[src/hw/rtl/sofo_pkg.sv]
// shared types and constants for the square outline and fill overlay
package sofo_pkg;

	localparam int unsigned PIX_W    = 12;
	localparam int unsigned COLOR_W  = 24;
	localparam int unsigned CORNER_W = 14;
	localparam int unsigned THICK_W  = 10;
	localparam int unsigned HALF_W   = 9;
	localparam int unsigned SIDE_W   = 14;
	localparam int unsigned COORD_W  = 16;
	localparam int unsigned CFG_IDX_W = 3;
	localparam int unsigned MAX_DIM  = 4096;

	typedef logic signed [COORD_W-1:0] coord_t;

	// register indexes of the configuration port
	typedef enum logic [CFG_IDX_W-1:0] {
		REG_CORNER_A_X    = 3'd0,
		REG_CORNER_A_Y    = 3'd1,
		REG_CORNER_B_X    = 3'd2,
		REG_CORNER_B_Y    = 3'd3,
		REG_BORDER_THICK  = 3'd4,
		REG_BORDER_COLOR  = 3'd5,
		REG_FILL_ENABLE   = 3'd6,
		REG_FILL_COLOR    = 3'd7
	} cfg_reg_t;

	// precomputed square bounds per axis, all inclusive
	typedef struct packed {
		coord_t x_lo;
		coord_t x_hi;
		coord_t x_in;
		coord_t x_out;
		coord_t fx_lo;
		coord_t fx_hi;
		coord_t y_lo;
		coord_t y_hi;
		coord_t y_in;
		coord_t y_out;
		coord_t fy_lo;
		coord_t fy_hi;
		logic   side_en;
		logic   fill_en;
		logic [COLOR_W-1:0] border_color;
		logic [COLOR_W-1:0] fill_color;
	} geom_t;

endpackage

[src/hw/rtl/sofo_cfg.sv]
// configuration registers and two-stage precompute of the square bounds
module sofo_cfg
	import sofo_pkg::*;
(
	input  logic                 clk,
	input  logic                 arst_n,
	input  logic                 cfg_valid,
	output logic                 cfg_ready,
	input  logic [CFG_IDX_W-1:0] cfg_index,
	input  logic [COLOR_W-1:0]   cfg_data,
	output geom_t                geom,
	output logic                 geom_ok
);

	logic signed [CORNER_W-1:0] ax_q, ay_q, bx_q, by_q;
	logic [THICK_W-1:0]         thick_q;
	logic [COLOR_W-1:0]         bcolor_q, fcolor_q;
	logic                       fen_q;
	logic [1:0]                 settle_q;
	logic                       cfg_wr;

	assign cfg_ready = 1'b1;
	assign cfg_wr    = cfg_valid && cfg_ready;

	// register file
	always_ff @(posedge clk or negedge arst_n) begin
		if (!arst_n) begin
			ax_q     <= '0;
			ay_q     <= '0;
			bx_q     <= '0;
			by_q     <= '0;
			thick_q  <= THICK_W'(1);
			bcolor_q <= '0;
			fen_q    <= 1'b0;
			fcolor_q <= '0;
		end else if (cfg_wr) begin
			case (cfg_reg_t'(cfg_index))
				REG_CORNER_A_X:   ax_q     <= cfg_data[CORNER_W-1:0];
				REG_CORNER_A_Y:   ay_q     <= cfg_data[CORNER_W-1:0];
				REG_CORNER_B_X:   bx_q     <= cfg_data[CORNER_W-1:0];
				REG_CORNER_B_Y:   by_q     <= cfg_data[CORNER_W-1:0];
				REG_BORDER_THICK: thick_q  <= cfg_data[THICK_W-1:0];
				REG_BORDER_COLOR: bcolor_q <= cfg_data;
				REG_FILL_ENABLE:  fen_q    <= cfg_data[0];
				REG_FILL_COLOR:   fcolor_q <= cfg_data;
				default: ;
			endcase
		end
	end

	// settle count: marks the bounds unusable after a write, and after reset
	always_ff @(posedge clk or negedge arst_n) begin
		if (!arst_n) begin
			settle_q <= 2'd2;
		end else if (cfg_wr) begin
			settle_q <= 2'd1;
		end else if (settle_q != 2'd0) begin
			settle_q <= settle_q - 2'd1;
		end
	end

	assign geom_ok = (settle_q == 2'd0);

	// first precompute stage: corner, side and half bands
	logic signed [CORNER_W:0]   dax, day;
	logic [SIDE_W-1:0]          dx, dy;
	logic [THICK_W-1:0]         thick_m1;
	logic signed [CORNER_W-1:0] cx_q, cy_q;
	logic [SIDE_W-1:0]          s_q;
	logic [HALF_W-1:0]          o_q, i_q;
	logic                       side_en_q;

	always_comb begin
		dax      = {ax_q[CORNER_W-1], ax_q} - {bx_q[CORNER_W-1], bx_q};
		day      = {ay_q[CORNER_W-1], ay_q} - {by_q[CORNER_W-1], by_q};
		dx       = dax[CORNER_W] ? SIDE_W'(-dax) : dax[SIDE_W-1:0];
		dy       = day[CORNER_W] ? SIDE_W'(-day) : day[SIDE_W-1:0];
		thick_m1 = thick_q - THICK_W'(1);
	end

	always_ff @(posedge clk) begin
		cx_q      <= (ax_q < bx_q) ? ax_q : bx_q;
		cy_q      <= (ay_q < by_q) ? ay_q : by_q;
		s_q       <= (dx < dy) ? dx : dy;
		o_q       <= thick_q[THICK_W-1:1];
		i_q       <= (thick_q == '0) ? '0 : thick_m1[THICK_W-1:1];
		side_en_q <= (thick_q != '0);
	end

	// second precompute stage: inclusive bounds per axis
	coord_t cxw, cyw, sw, ow, iw;
	geom_t  geom_d, geom_q;

	always_comb begin
		cxw = {{(COORD_W-CORNER_W){cx_q[CORNER_W-1]}}, cx_q};
		cyw = {{(COORD_W-CORNER_W){cy_q[CORNER_W-1]}}, cy_q};
		sw  = {{(COORD_W-SIDE_W){1'b0}}, s_q};
		ow  = {{(COORD_W-HALF_W){1'b0}}, o_q};
		iw  = {{(COORD_W-HALF_W){1'b0}}, i_q};
		geom_d.x_lo         = cxw - ow;
		geom_d.x_hi         = cxw + sw - coord_t'(1) + ow;
		geom_d.x_in         = cxw + iw;
		geom_d.x_out        = cxw + sw - coord_t'(1) - iw;
		geom_d.fx_lo        = cxw + iw + coord_t'(1);
		geom_d.fx_hi        = cxw + sw - coord_t'(2) - iw;
		geom_d.y_lo         = cyw - ow;
		geom_d.y_hi         = cyw + sw - coord_t'(1) + ow;
		geom_d.y_in         = cyw + iw;
		geom_d.y_out        = cyw + sw - coord_t'(1) - iw;
		geom_d.fy_lo        = cyw + iw + coord_t'(1);
		geom_d.fy_hi        = cyw + sw - coord_t'(2) - iw;
		geom_d.side_en      = side_en_q;
		geom_d.fill_en      = fen_q;
		geom_d.border_color = bcolor_q;
		geom_d.fill_color   = fcolor_q;
	end

	always_ff @(posedge clk) begin
		geom_q <= geom_d;
	end

	assign geom = geom_q;

	// a write always blocks pixels for the next cycle
	a_write_settles: assert property (@(posedge clk) disable iff (!arst_n)
		cfg_wr |=> !geom_ok)
		else $error("bounds marked usable right after a register write");

	// settle count only moves downward without a write
	a_settle_down: assert property (@(posedge clk) disable iff (!arst_n)
		!cfg_wr && settle_q == 2'd0 |=> settle_q == 2'd0)
		else $error("settle count rose without a register write");

	// a write with no write right after it leaves bounds usable once the settle count runs out
	a_settle_done: assert property (@(posedge clk) disable iff (!arst_n)
		cfg_wr ##1 !cfg_wr |=> geom_ok)
		else $error("bounds still settling two cycles after a write");

endmodule

[src/hw/rtl/sofo_pix.sv]
// pixel pipeline: input register, region test, result register
module sofo_pix
	import sofo_pkg::*;
(
	input  logic               clk,
	input  logic               arst_n,
	input  geom_t              geom,
	input  logic               geom_ok,
	input  logic               in_valid,
	output logic               in_ready,
	input  logic [PIX_W-1:0]   pixel_x,
	input  logic [PIX_W-1:0]   pixel_y,
	input  logic [COLOR_W-1:0] pixel_color,
	output logic               out_valid,
	input  logic               out_ready,
	output logic [COLOR_W-1:0] out_color
);

	logic               valid_s1, valid_s2;
	logic [PIX_W-1:0]   px_s1, py_s1;
	logic [COLOR_W-1:0] color_s1, color_s2;
	logic               in_beat, adv2;

	assign adv2     = valid_s1 && (!valid_s2 || out_ready);
	assign in_ready = (!valid_s1 || adv2) && geom_ok;
	assign in_beat  = in_valid && in_ready;

	// stage valid flags
	always_ff @(posedge clk or negedge arst_n) begin
		if (!arst_n) begin
			valid_s1 <= 1'b0;
			valid_s2 <= 1'b0;
		end else begin
			if (in_beat) begin
				valid_s1 <= 1'b1;
			end else if (adv2) begin
				valid_s1 <= 1'b0;
			end
			if (adv2) begin
				valid_s2 <= 1'b1;
			end else if (out_ready) begin
				valid_s2 <= 1'b0;
			end
		end
	end

	// input register
	always_ff @(posedge clk) begin
		if (in_beat) begin
			px_s1    <= pixel_x;
			py_s1    <= pixel_y;
			color_s1 <= pixel_color;
		end
	end

	// region test against the precomputed bounds
	coord_t             pxw, pyw;
	logic               on_img, in_x, in_y, band, side, fill;
	logic [COLOR_W-1:0] color_d;

	always_comb begin
		pxw    = {{(COORD_W-PIX_W){1'b0}}, px_s1};
		pyw    = {{(COORD_W-PIX_W){1'b0}}, py_s1};
		on_img = ({1'b0, px_s1} < (PIX_W+1)'(MAX_DIM)) &&
		         ({1'b0, py_s1} < (PIX_W+1)'(MAX_DIM));
		in_x   = (pxw >= geom.x_lo) && (pxw <= geom.x_hi);
		in_y   = (pyw >= geom.y_lo) && (pyw <= geom.y_hi);
		band   = (pxw <= geom.x_in) || (pxw >= geom.x_out) ||
		         (pyw <= geom.y_in) || (pyw >= geom.y_out);
		side   = geom.side_en && in_x && in_y && band;
		fill   = geom.fill_en &&
		         (pxw >= geom.fx_lo) && (pxw <= geom.fx_hi) &&
		         (pyw >= geom.fy_lo) && (pyw <= geom.fy_hi);
		if (on_img && side) begin
			color_d = geom.border_color;
		end else if (on_img && fill) begin
			color_d = geom.fill_color;
		end else begin
			color_d = color_s1;
		end
	end

	// result register
	always_ff @(posedge clk) begin
		if (adv2) begin
			color_s2 <= color_d;
		end
	end

	assign out_valid = valid_s2;
	assign out_color = color_s2;

	// an accepted beat always lands in the input stage
	a_beat_lands: assert property (@(posedge clk) disable iff (!arst_n)
		in_beat |=> valid_s1)
		else $error("accepted pixel missing from input stage");

	// a full pipe under stall takes no new pixel
	a_full_blocks: assert property (@(posedge clk) disable iff (!arst_n)
		valid_s1 && valid_s2 && !out_ready |-> !in_ready)
		else $error("pixel accepted while both stages are held");

	// no pixel enters while bounds are settling
	a_settle_blocks: assert property (@(posedge clk) disable iff (!arst_n)
		!geom_ok |-> !in_ready)
		else $error("pixel accepted against stale bounds");

endmodule

[src/hw/rtl/square_outline_fill_overlay_core.sv]
// Square outline and fill overlay for a pixel stream.
//
// Channels: a register write port (cfg_valid/cfg_ready, cfg_index, cfg_data),
// a pixel input (in_valid/in_ready with pixel_x, pixel_y, pixel_color) and a
// result output (out_valid/out_ready with out_color). Every input beat yields
// exactly one output beat, in order.
//
// An input beat is captured in the input register, goes through the region
// compares, and is captured in the result register, which drives out_valid and
// out_color. Throughput is one pixel per clock while the bounds are usable;
// the two-entry pipeline keeps taking pixels while a finished result waits,
// and when the receiver stalls with both stages full, in_ready drops until
// the result register drains.
//
// The square bounds are precomputed from the registers in two stages, so a
// register write holds in_ready low for the next cycle. The user must write
// registers only with the pipeline empty; the block does not enforce it. Reset
// restores register defaults (thickness 1, everything else zero), empties the
// pipeline, and keeps in_ready low after release while the bounds settle.
module square_outline_fill_overlay_core
	import sofo_pkg::*;
(
	input  logic                 clk,
	input  logic                 arst_n,
	input  logic                 cfg_valid,
	output logic                 cfg_ready,
	input  logic [CFG_IDX_W-1:0] cfg_index,
	input  logic [COLOR_W-1:0]   cfg_data,
	input  logic                 in_valid,
	output logic                 in_ready,
	input  logic [PIX_W-1:0]     pixel_x,
	input  logic [PIX_W-1:0]     pixel_y,
	input  logic [COLOR_W-1:0]   pixel_color,
	output logic                 out_valid,
	input  logic                 out_ready,
	output logic [COLOR_W-1:0]   out_color
);

	geom_t geom;
	logic  geom_ok;

	// registers and bounds precompute
	sofo_cfg u_cfg (
		.clk       (clk),
		.arst_n    (arst_n),
		.cfg_valid (cfg_valid),
		.cfg_ready (cfg_ready),
		.cfg_index (cfg_index),
		.cfg_data  (cfg_data),
		.geom      (geom),
		.geom_ok   (geom_ok)
	);

	// per-pixel pipeline
	sofo_pix u_pix (
		.clk         (clk),
		.arst_n      (arst_n),
		.geom        (geom),
		.geom_ok     (geom_ok),
		.in_valid    (in_valid),
		.in_ready    (in_ready),
		.pixel_x     (pixel_x),
		.pixel_y     (pixel_y),
		.pixel_color (pixel_color),
		.out_valid   (out_valid),
		.out_ready   (out_ready),
		.out_color   (out_color)
	);

endmodule
[config.mk]
export PLATFORM = sky130hd
export DESIGN_NAME = square_outline_fill_overlay_core
export DESIGN_NICKNAME = d
export VERILOG_FILES = /design/src/hw/rtl/sofo_pkg.sv /design/src/hw/rtl/sofo_cfg.sv /design/src/hw/rtl/sofo_pix.sv /design/src/hw/rtl/square_outline_fill_overlay_core.sv
export SDC_FILE = /design/constraint.sdc
export NUM_CORES = 1
export LEC_CHECK = 0
export BUFFER_PORTS_ARGS = -buffer_cell sky130_fd_sc_hd__buf_2
export CORE_MARGIN = 5
export CORE_UTILIZATION = 60
export CTS_BUF_LIST = sky130_fd_sc_hd__clkbuf_8 sky130_fd_sc_hd__clkbuf_16
export DETAILED_ROUTE_END_ITERATION = 7
export PLACE_DENSITY = 0.78
export SYNTH_ARGS = -nofsm -noshare
export SYNTH_HDL_FRONTEND = slang
export SYNTH_HIERARCHICAL = 1
export SYNTH_SLANG_ARGS = --single-unit
[constraint.sdc]
create_clock -name clk -period 9.55 [get_ports clk]
set_input_delay 0 -clock clk [delete_from_list [all_inputs] [get_ports clk]]
set_output_delay 0 -clock clk [all_outputs]
set_load 0.005 [all_outputs]
==> impl_metrics.yaml, run 1 <==
run_status:
  status: "complete, no violations"
sta:
  grt_setup_unrepaired: "no"
  report.final.slew_viol_count: 0
  slew_headroom: 0.366
  tightest_slew_ps: 943
  fmax_mhz: 176
  setup_viol: 0
  setup_tns_ps: 0
  final_hold_viol_count: 0
  layout_min_cycle_time_ps: 5690
  clock_skew_ps: 15.3
  period_share: 0.596
cts:
  numCtsBuffers: 52
  post_cts_resized: 0
  cts.sink_count: 490
  path_clk_slew_ps: 60
  cts_tree: "done"
  clockBufferDepth: 3
  cts-root-buf: "clkbuf_16"
  clk_latency_ps: 600
  htreeDepth: 2
synth:
  ys.flop_type: "dfxtp_1"
  synthTopCellsByArea: "dfxtp_1, ha_1, dfrtp_1, edfxtp_1, mux2_2"
  syn-instance-count: 2646
  yosysSeqAreaShare: 0.410
  yosys.area.top_type_share: 0.220
  synth-edff-count: 72
  syn_area_mm2: 0.0272
  yosys.area.top_type: "dfxtp_1"
  synth_warnings: 6
  async_flop_share: 0.243
  synth_cell_type_count: 92
  syn_avg_cell_area_um2: 10.3
  synth_nets: 3073
  ys_ff_latch: 490
die:
  top_level_ports: 107
  dieArea_mm2: 0.0496
  initial_utilization: 0.602
  die_x_um: 223
  die_h_um: 223
  rows: 78
  core_mm2: 0.0451
worst_setup_path:
  end_kind: "flop"
  max_stage_delay_ps: 610
  cp-start-kind: "flop"
  cp_cell_sequence: "inv_1 -> ha_1 -> fa_1 -> nor2b_1 -> o31a_1 -> a2111oi_0 -> o31ai_1 -> a21oi_1 -> o21bai_1 -> o21a_1 -> nor2_1 -> a21o_1 -> inv_1 -> ha_1 -> a21o_1 -> a21o_1 -> a21o_1 -> a21o_1 -> a21oi_1 -> o21ai_0 -> a311o_1 -> a21oi_1 -> buf_4 -> mux2i_1"
  cp_common_cell: "a21o_1"
  cp_slowest_cell: "a2111oi_0"
  arrival_ps: 6220
  critical_path_class: "flop to flop"
  path_max_fanout: 13
  critPathRequiredTime_ps: 10080
  cp_num_buf_inv: 3
  cp_top_family: "compound AO/OA/AOI/OAI gates"
placement:
  hpwl_um: 52700
  io_buffers: 105
  place_congestion: 0.975
layout:
  antenna_cells: 0
  most-common-layout-cells: "ha_1, inv_1, dfxtp_1, mux2_2, xnor2_1"
  final_common_cell: "ha_1"
  area_growth_pct: 14.2
  multiInputGateArea_mm2: 0.0146
  drive_gt1_frac: 0.142
  fillers: 3381
  nets: 3285
  seq_area_mm2: 0.0111
grt:
  antenna_found_initial: 0
  grt_max_degree: 74
  overflow: 0
  grt_util_all_layers: 0.279
  grt_pass1_wl_um: 110000
  grt_pass1_vias: 20697
detailed_routing:
  antenna_left: 0
  viasPerCell: 5.72
  drc: 0
  drt_wl_total_um: 70400
  drt_iter0_markers: 1203
  drt_first_pass_iters: 5
  dr_total_vias: 20039
  wire_per_inst_um: 20.1
min_path:
  hp-class: "input pin to flop"
flow_run:
  drv_cap: 0
[cell usage after synthesis (8+ instances only)]
library cell,instances
nor2_1,145
nand2_1,120
xor2_1,82
nor3b_1,11
fa_1,14
nand4_1,33
xnor2_1,149
inv_1,318
a21boi_0,18
mux2i_1,17
nand2b_1,27
clkbuf_1,26
and3_1,11
o31ai_1,9
and2_1,8
a21oi_1,136
or2_2,8
o21a_1,26
ha_1,333
nor3_1,44
dfxtp_1,299
or4_1,10
or3_1,10
mux2_4,20
o21bai_1,18
edfxtp_1,72
mux2_2,150
nand3_1,34
nor2b_1,43
a211oi_1,15
nor4_1,16
a31oi_1,9
o21ai_0,108
o211ai_1,12
a2111oi_0,9
dfrtp_1,117
a21o_1,46
[final cells by class]
| type | instances | share of cell area |
|---|---|---|
| flip-flops and latches | 490 | 0.359 |
| repair buffers | 200 | 0.0471 |
| inverters | 318 | 0.0385 |
| clock buffers | 58 | 0.0454 |
| clock inverters | 39 | 0.0136 |
| well taps | 600 | 0.0242 |
| multi-input cells | 1796 | 0.472 |
[kinds of logic (layout without fill, tap and decap cells)]
group                      count (synthesis)  count (layout)  share of synthesized area
adders and majority gates                347             347                      0.164
other                                      1               1                   0.000138
buffers and inverters                    360             615                     0.0516
DFF                                      490             490                      0.410
AOI/OAI and AO/OA                        464             464                      0.110
and+or+nand+nor                          562             562                      0.109
xor gates and xnor gates                 235             235                     0.0769
muxes                                    187             187                     0.0795
[through the flow]
step	util	setup slack, ps	hold WS [ps]	std cells	cell area (µm²)
2_1_floorplan	-	4270	-296	2646	27200
3_3_place_gp	0.629	4040	38.0	3323	28300
3_5_place_dp	0.629	3880	49.3	3323	28300
4_1_cts	0.688	3860	73.4	3501	31000
5_1_grt	0.688	3270	94.0	3501	31000
6_report	0.688	3860	108	3501	31000
[layer usage]
metal  GRT usage  wire length, µm  vias to the layer above
met3      0.0377             3550                      177
li1            -                -                     9633
met4       0.136             3760                        0
met5           0                0                        -
met1       0.343            29200                     9632
met2       0.484            33900                      597
[final timing paths]
check / startpoint / to / slack, ps / cells past startpoint
setup / recovery: u_cfg/ax_q[0]$_DFFE_PN0P_ / u_cfg/s_q[0]$_DFF_P_ / 3860 / 24
hold / removal: pixel_x[8] / u_pix/px_s1[8]$_DFFE_PP_ / 110 / 2
setup reg to reg: u_cfg/ax_q[0]$_DFFE_PN0P_ / u_cfg/s_q[0]$_DFF_P_ / 3860 / 24
hold reg to reg: u_cfg/side_en_q$_DFF_P_ / u_cfg/geom[49]$_DFF_P_ / 330 / 0
max in group asynchronous: arst_n / u_cfg/bcolor_q[15]$_DFFE_PN0P_ / 8160 / 4
min in group asynchronous: arst_n / u_cfg/bx_q[10]$_DFFE_PN0P_ / 500 / 4
[timing repair]
action,in CTS,in global routing
hold endpoints to repair,213,0
setup buffers,0,0
hold buffers,81,0
[flip-flops by register name, summed over array words and instances, names as in the netlist, 10 cells and up]
register,flops
u_cfg/ax_q,14
u_cfg/ay_q,14
u_cfg/bcolor_q,24
u_cfg/bx_q,14
u_cfg/by_q,14
u_cfg/cx_q,14
u_cfg/cy_q,14
u_cfg/fcolor_q,24
u_cfg/geom,238
u_cfg/s_q,14
u_cfg/thick_q,10
u_pix/color_s1,24
u_pix/out_color,24
u_pix/px_s1,12
u_pix/py_s1,12
Power of run 1 is left out: the tool's default activity adds up to more than one toggle a clock period on the data nets, which glitch-free logic cannot reach.
==> inputs of run 2 (changes only) <==
--- a/config.mk
+++ b/config.mk
@@ -7,10 +7,10 @@
 export LEC_CHECK = 0
 export BUFFER_PORTS_ARGS = -buffer_cell sky130_fd_sc_hd__buf_2
 export CORE_MARGIN = 5
-export CORE_UTILIZATION = 60
+export CORE_UTILIZATION = 57
 export CTS_BUF_LIST = sky130_fd_sc_hd__clkbuf_8 sky130_fd_sc_hd__clkbuf_16
 export DETAILED_ROUTE_END_ITERATION = 7
-export PLACE_DENSITY = 0.78
+export PLACE_DENSITY = 0.77
 export SYNTH_ARGS = -nofsm -noshare
 export SYNTH_HDL_FRONTEND = slang
 export SYNTH_HIERARCHICAL = 1
==> constraint.sdc (replaced) <==
create_clock -name clk -period 4.9 [get_ports clk]
set_input_delay 0 -clock clk [delete_from_list [all_inputs] [get_ports clk]]
set_output_delay 0 -clock clk [all_outputs]
set_load 0.005 [all_outputs]
==> run 2 against run 1 <==
Net effect:
- register-to-register slack got worse by 3700 ps
- cell count up 1.1%
- worst hold slack got worse by 78 ps
- maximum frequency rose by 21%
- setup slack got worse by 3700 ps
- critical path depth shrank 8
- sequential cell count did not move
- global-route usage shrank 1.1 points
- die area increased by 5.0%
- routed wire length is 1.6% higher
- utilization down 2.8 points
- critical path type unchanged
- highest routed layer is now met5
==> impl_metrics.yaml, run 2 (synthesis results as in run 1) <==
run_status:
  status: "complete, no violations"
worst_setup_path:
  timing.rr.start: "u_cfg/s_q[0]$_DFF_P_"
  r2r_slack_ps: 190
  critical_path_class: "flop to flop"
  crit_end: "u_cfg/geom[96]$_DFF_P_"
  end_kind: "flop"
  cp_top_family: "simple AND/OR/NAND/NOR gates"
  cp_num_cells: 16
  cp-start-kind: "flop"
  reg2regPathDepth: 16
  critPathRequiredTime_ps: 5420
  setup.worst_path.start: "u_cfg/s_q[0]$_DFF_P_"
  cp_cell_sequence: "ha_1 -> inv_1 -> fa_1 -> xor2_2 -> a22o_1 -> a22oi_1 -> or3_4 -> or4_4 -> xnor2_2 -> ha_1 -> o21a_1 -> o31a_1 -> or3_1 -> or3_1 -> nor3_1 -> xor2_1"
  arrival_ps: 5230
  path_max_fanout: 4
  reg2reg_to: "u_cfg/geom[96]$_DFF_P_"
  cp_slowest_cell: "or4_4"
  max_stage_delay_ps: 510
  cp_num_buf_inv: 1
layout:
  most-common-layout-cells: "inv_1, ha_1, dfxtp_1, mux2_2, xnor2_1"
  drive_gt1_frac: 0.155
  fillers: 3657
  antenna_cells: 0
  nets: 3308
  largest_reg_flops: 238
  final_cell_area_mm2: 0.0313
  area_growth_pct: 15.3
sta:
  clock_skew_ps: 26.5
  grt_setup_unrepaired: "no"
  final_hold_viol_count: 0
  tightest_slew_ps: 932
  layout_min_cycle_time_ps: 4710
  setup_viol: 0
  slew_headroom: 0.374
  report.final.slew_viol_count: 0
  fmax_mhz: 212
  period_share: 0.961
detailed_routing:
  drt_wl_total_um: 71500
  drc: 0
  viasPerCell: 5.68
  drt_first_pass_iters: 5
  drt_iter0_markers: 1273
  wire_per_inst_um: 20.2
  dr_total_vias: 20096
  antenna_left: 0
grt:
  antenna_found_initial: 2
  grt_pass1_wl_um: 111000
  overflow: 0
  use_met1: 0.338
  grt_use_met3: 0.0349
  grt_util_all_layers: 0.268
  grt_pass1_vias: 20686
  grt_use_met2: 0.464
  grt_max_degree: 65
  grt_busiest_layer: "met2"
placement:
  dpl_cell_area_mm2: 0.0285
  hpwl_um: 53400
  io_buffers: 105
  place_congestion: 0.951
cts:
  cts_tree: "done"
  path_clk_slew_ps: 60
  htreeDepth: 2
  clockBufferDepth: 3
  cts-root-buf: "clkbuf_16"
  clk_latency_ps: 610
  cts.sink_count: 490
  numCtsBuffers: 52
die:
  die_x_um: 228
  initial_utilization: 0.572
  dieArea_mm2: 0.0521
  core_mm2: 0.0474
  die_h_um: 228
  rows: 80
  top_level_ports: 107
flow_run:
  drv_cap: 0
min_path:
  hp-class: "input pin to async pin"
run 2: layout make-up:
type	count	area, µm²	share of cell area
timing repair buffer	223	1650	0.0527
tap	615	769	0.0246
sequential	490	11100	0.355
clock inverter	33	320	0.0102
inverter	318	1190	0.0381
multi-input combinational	1796	14800	0.471
clock buffer	65	1490	0.0476
run 2: per-layer routing:
metal / vias up / wire length [µm]
li1: 9686 / -
met1: 9692 / 30200
met2: 534 / 34400
met3: 182 / 3560
met4: 2 / 3370
met5: - / 8
run 2: how the worst min path moves through the flow:
stage	start	end	slack [ps]	cells after the start
6_report	arst_n	u_cfg/ax_q[12]$_DFFE_PN0P_	30	2
5_1_grt	pixel_color[20]	u_pix/color_s1[20]$_DFFE_PP_	100	2
4_1_cts	arst_n	u_cfg/bx_q[9]$_DFFE_PN0P_	50	2
3_5_place_dp	arst_n	u_cfg/ax_q[8]$_DFFE_PN0P_	150	1
3_3_place_gp	arst_n	u_cfg/ax_q[8]$_DFFE_PN0P_	140	1
2_1_floorplan	arst_n	u_cfg/ax_q[0]$_DFFE_PN0P_	-300	0
run 2: repair_timing:
action,CTS,global route
setup buffers,2,5
endpoints found under the setup margin,14,16
pin swaps,2,12
hold endpoints to repair,230,0
gates resized for setup,4,19
hold buffers,81,0
run 2: stage by stage:
step | utilization | instances | setup TNS [ps] | hold WS (ps) | setup slack (ps)
floorplan | - | 2646 | 0 | -296 | 27.0
finish | 0.660 | 3540 | 0 | 30.0 | 193
global placement | 0.601 | 3354 | 0 | 144 | 52.8
detailed placement | 0.601 | 3354 | -579 | 152 | -124
CTS | 0.657 | 3535 | 0 | 51.0 | 0.738
global route | 0.660 | 3540 | 0 | 98.8 | 2.35
Power of run 2 is left out for the same reason.
==> inputs of run 3 (changes only) <==
--- a/config.mk
+++ b/config.mk
@@ -7,10 +7,10 @@
 export LEC_CHECK = 0
 export BUFFER_PORTS_ARGS = -buffer_cell sky130_fd_sc_hd__buf_2
 export CORE_MARGIN = 5
-export CORE_UTILIZATION = 57
+export CORE_UTILIZATION = 26
 export CTS_BUF_LIST = sky130_fd_sc_hd__clkbuf_8 sky130_fd_sc_hd__clkbuf_16
+export CTS_CLUSTER_SIZE = 10
 export DETAILED_ROUTE_END_ITERATION = 7
-export PLACE_DENSITY = 0.77
 export SYNTH_ARGS = -nofsm -noshare
 export SYNTH_HDL_FRONTEND = slang
 export SYNTH_HIERARCHICAL = 1
==> run 3 against run 2 <==
Net effect:
- first-iteration DRC count down 18%
- cell count up 22%
- critical path depth up 6
- count of clock-buffer cells in the layout up 1
- maximum frequency up 0.29%
- sequential cell count unchanged
- clock skew up 25 ps
- highest routed layer is now met4
- worst hold slack better by 24 ps
- die area up 110%
==> impl_metrics.yaml, run 3 (synthesis results as in run 1) <==
cts:
  cts-root-buf: "clkbuf_16"
  path_clk_slew_ps: 60
  cts_tree: "done"
  clockBufferDepth: 3
  numCtsBuffers: 59
  cts.sink_count: 490
  clk_latency_ps: 650
  htreeDepth: 2
detailed_routing:
  drt_iter0_markers: 1048
  dr_total_vias: 19267
  antenna_left: 0
  drt_wl_total_um: 72400
  drc: 0
  viasPerCell: 4.47
  drt_first_pass_iters: 5
  wire_per_inst_um: 16.8
layout:
  area_growth_pct: 18.8
  antenna_cells: 0
  largest_reg_flops: 238
  final_cell_area_mm2: 0.0323
  final_common_cell: "inv_1"
  nets: 3309
  drive_gt1_frac: 0.151
  most-common-layout-cells: "inv_1, ha_1, dfxtp_1, mux2_2, xnor2_1"
sta:
  final_hold_viol_count: 0
  fmax_mhz: 213
  layout_min_cycle_time_ps: 4690
  setup_viol: 0
  tightest_slew_ps: 1020
  period_share: 0.958
  slew_headroom: 0.323
  report.final.slew_viol_count: 0
  clock_skew_ps: 51.5
worst_setup_path:
  cp-start-kind: "flop"
  critical_path_class: "flop to flop"
  path_max_fanout: 8
  end_kind: "flop"
  arrival_ps: 5230
  critPathRequiredTime_ps: 5430
die:
  die_h_um: 333
  die_x_um: 333
  initial_utilization: 0.262
  dieArea_mm2: 0.111
  core_mm2: 0.104
  rows: 118
  top_level_ports: 107
flow_run:
  drv_cap: 0
grt:
  grt_max_degree: 74
  grt_util_all_layers: 0.128
  antenna_found_initial: 3
  overflow: 0
  grt_pass1_vias: 19127
  grt_pass1_wl_um: 111000
placement:
  dpl_cell_area_mm2: 0.0295
  hpwl_um: 54100
  place_congestion: 0.895
  io_buffers: 105
min_path:
  hp-class: "input pin to flop"
run_status:
  status: "complete, no violations"
[run 3: per-layer routing]
metal  vias to the layer above  routed length, µm  share of wire  global-route usage
li1                       9687                  -              -                   -
met1                      9064              33000           0.46               0.170
met2                       372              33800           0.47               0.215
met3                       144               2700          0.037              0.0154
met4                         0               2940          0.041              0.0474
met5                         -                  0              0                   0
[run 3: metrics by stage]
step	TNS [ps]	util	setup slack [ps]	hold WS (ps)	cells
4_1_cts	0	0.310	1.69	8.50	4303
3_5_place_dp	-1120	0.284	-106	178	4119
3_3_place_gp	-160	0.284	-21.5	177	4119
2_1_floorplan	0	-	27.0	-296	2646
5_1_grt	-174	0.311	-34.3	33.1	4307
6_report	0	0.311	207	54.3	4307
[run 3: path summary, 6_finish.rpt]
| kind | slack (ps) | cells past startpoint | start | end |
|---|---|---|---|---|
| worst max-delay path | 210 | 22 | u_cfg/ay_q[0]$_DFFE_PN0P_ | u_cfg/s_q[11]$_DFF_P_ |
| worst min-delay path | 50 | 2 | pixel_color[15] | u_pix/color_s1[15]$_DFFE_PP_ |
| worst max register to register | 210 | 22 | u_cfg/ay_q[0]$_DFFE_PN0P_ | u_cfg/s_q[11]$_DFF_P_ |
| worst min register to register | 350 | 0 | u_cfg/bcolor_q[6]$_DFFE_PN0P_ | u_cfg/geom[30]$_DFF_P_ |
| max in group asynchronous | 3620 | 3 | arst_n | u_cfg/thick_q[9]$_DFFE_PN0P_ |
| min in group asynchronous | 80 | 2 | arst_n | u_cfg/bcolor_q[11]$_DFFE_PN0P_ |
[run 3: layout make-up]
cell class                      instances  area (µm²)
Fill cell                           10728       71400
Multi-Input combinational cell       1796       14800
Sequential cell                       490       11100
Tap cell                             1380        1730
Clock buffer                           66        1580
Timing Repair Buffer                  217        1580
Inverter                              318        1190
Clock inverter                         40         287
[run 3: critical path, stage by stage (launching register included)]
cell and delay (ps):
dfrtp_1 360, inv_1 80, ha_1 210, fa_1 220, nor2b_1 70, o31a_1 250
o311a_1 370, a31oi_1 190, a21oi_1 130, a211oi_2 260, a21oi_2 40, buf_4 160
buf_4 130, buf_4 140, a31oi_1 180, xor2_1 350, ha_1 320, a21oi_1 150
nor2b_1 60, a311o_1 320, a21oi_2 220, buf_6 170, mux2i_1 190
[run 3: repair_timing]
action	in CTS	in global routing
endpoints found under the setup margin	14	15
hold endpoints to repair	240	0
setup buffers	0	4
resized for setup	1	22
hold buffers	78	0
pin swaps	0	9
Power of run 3 is left out for the same reason.
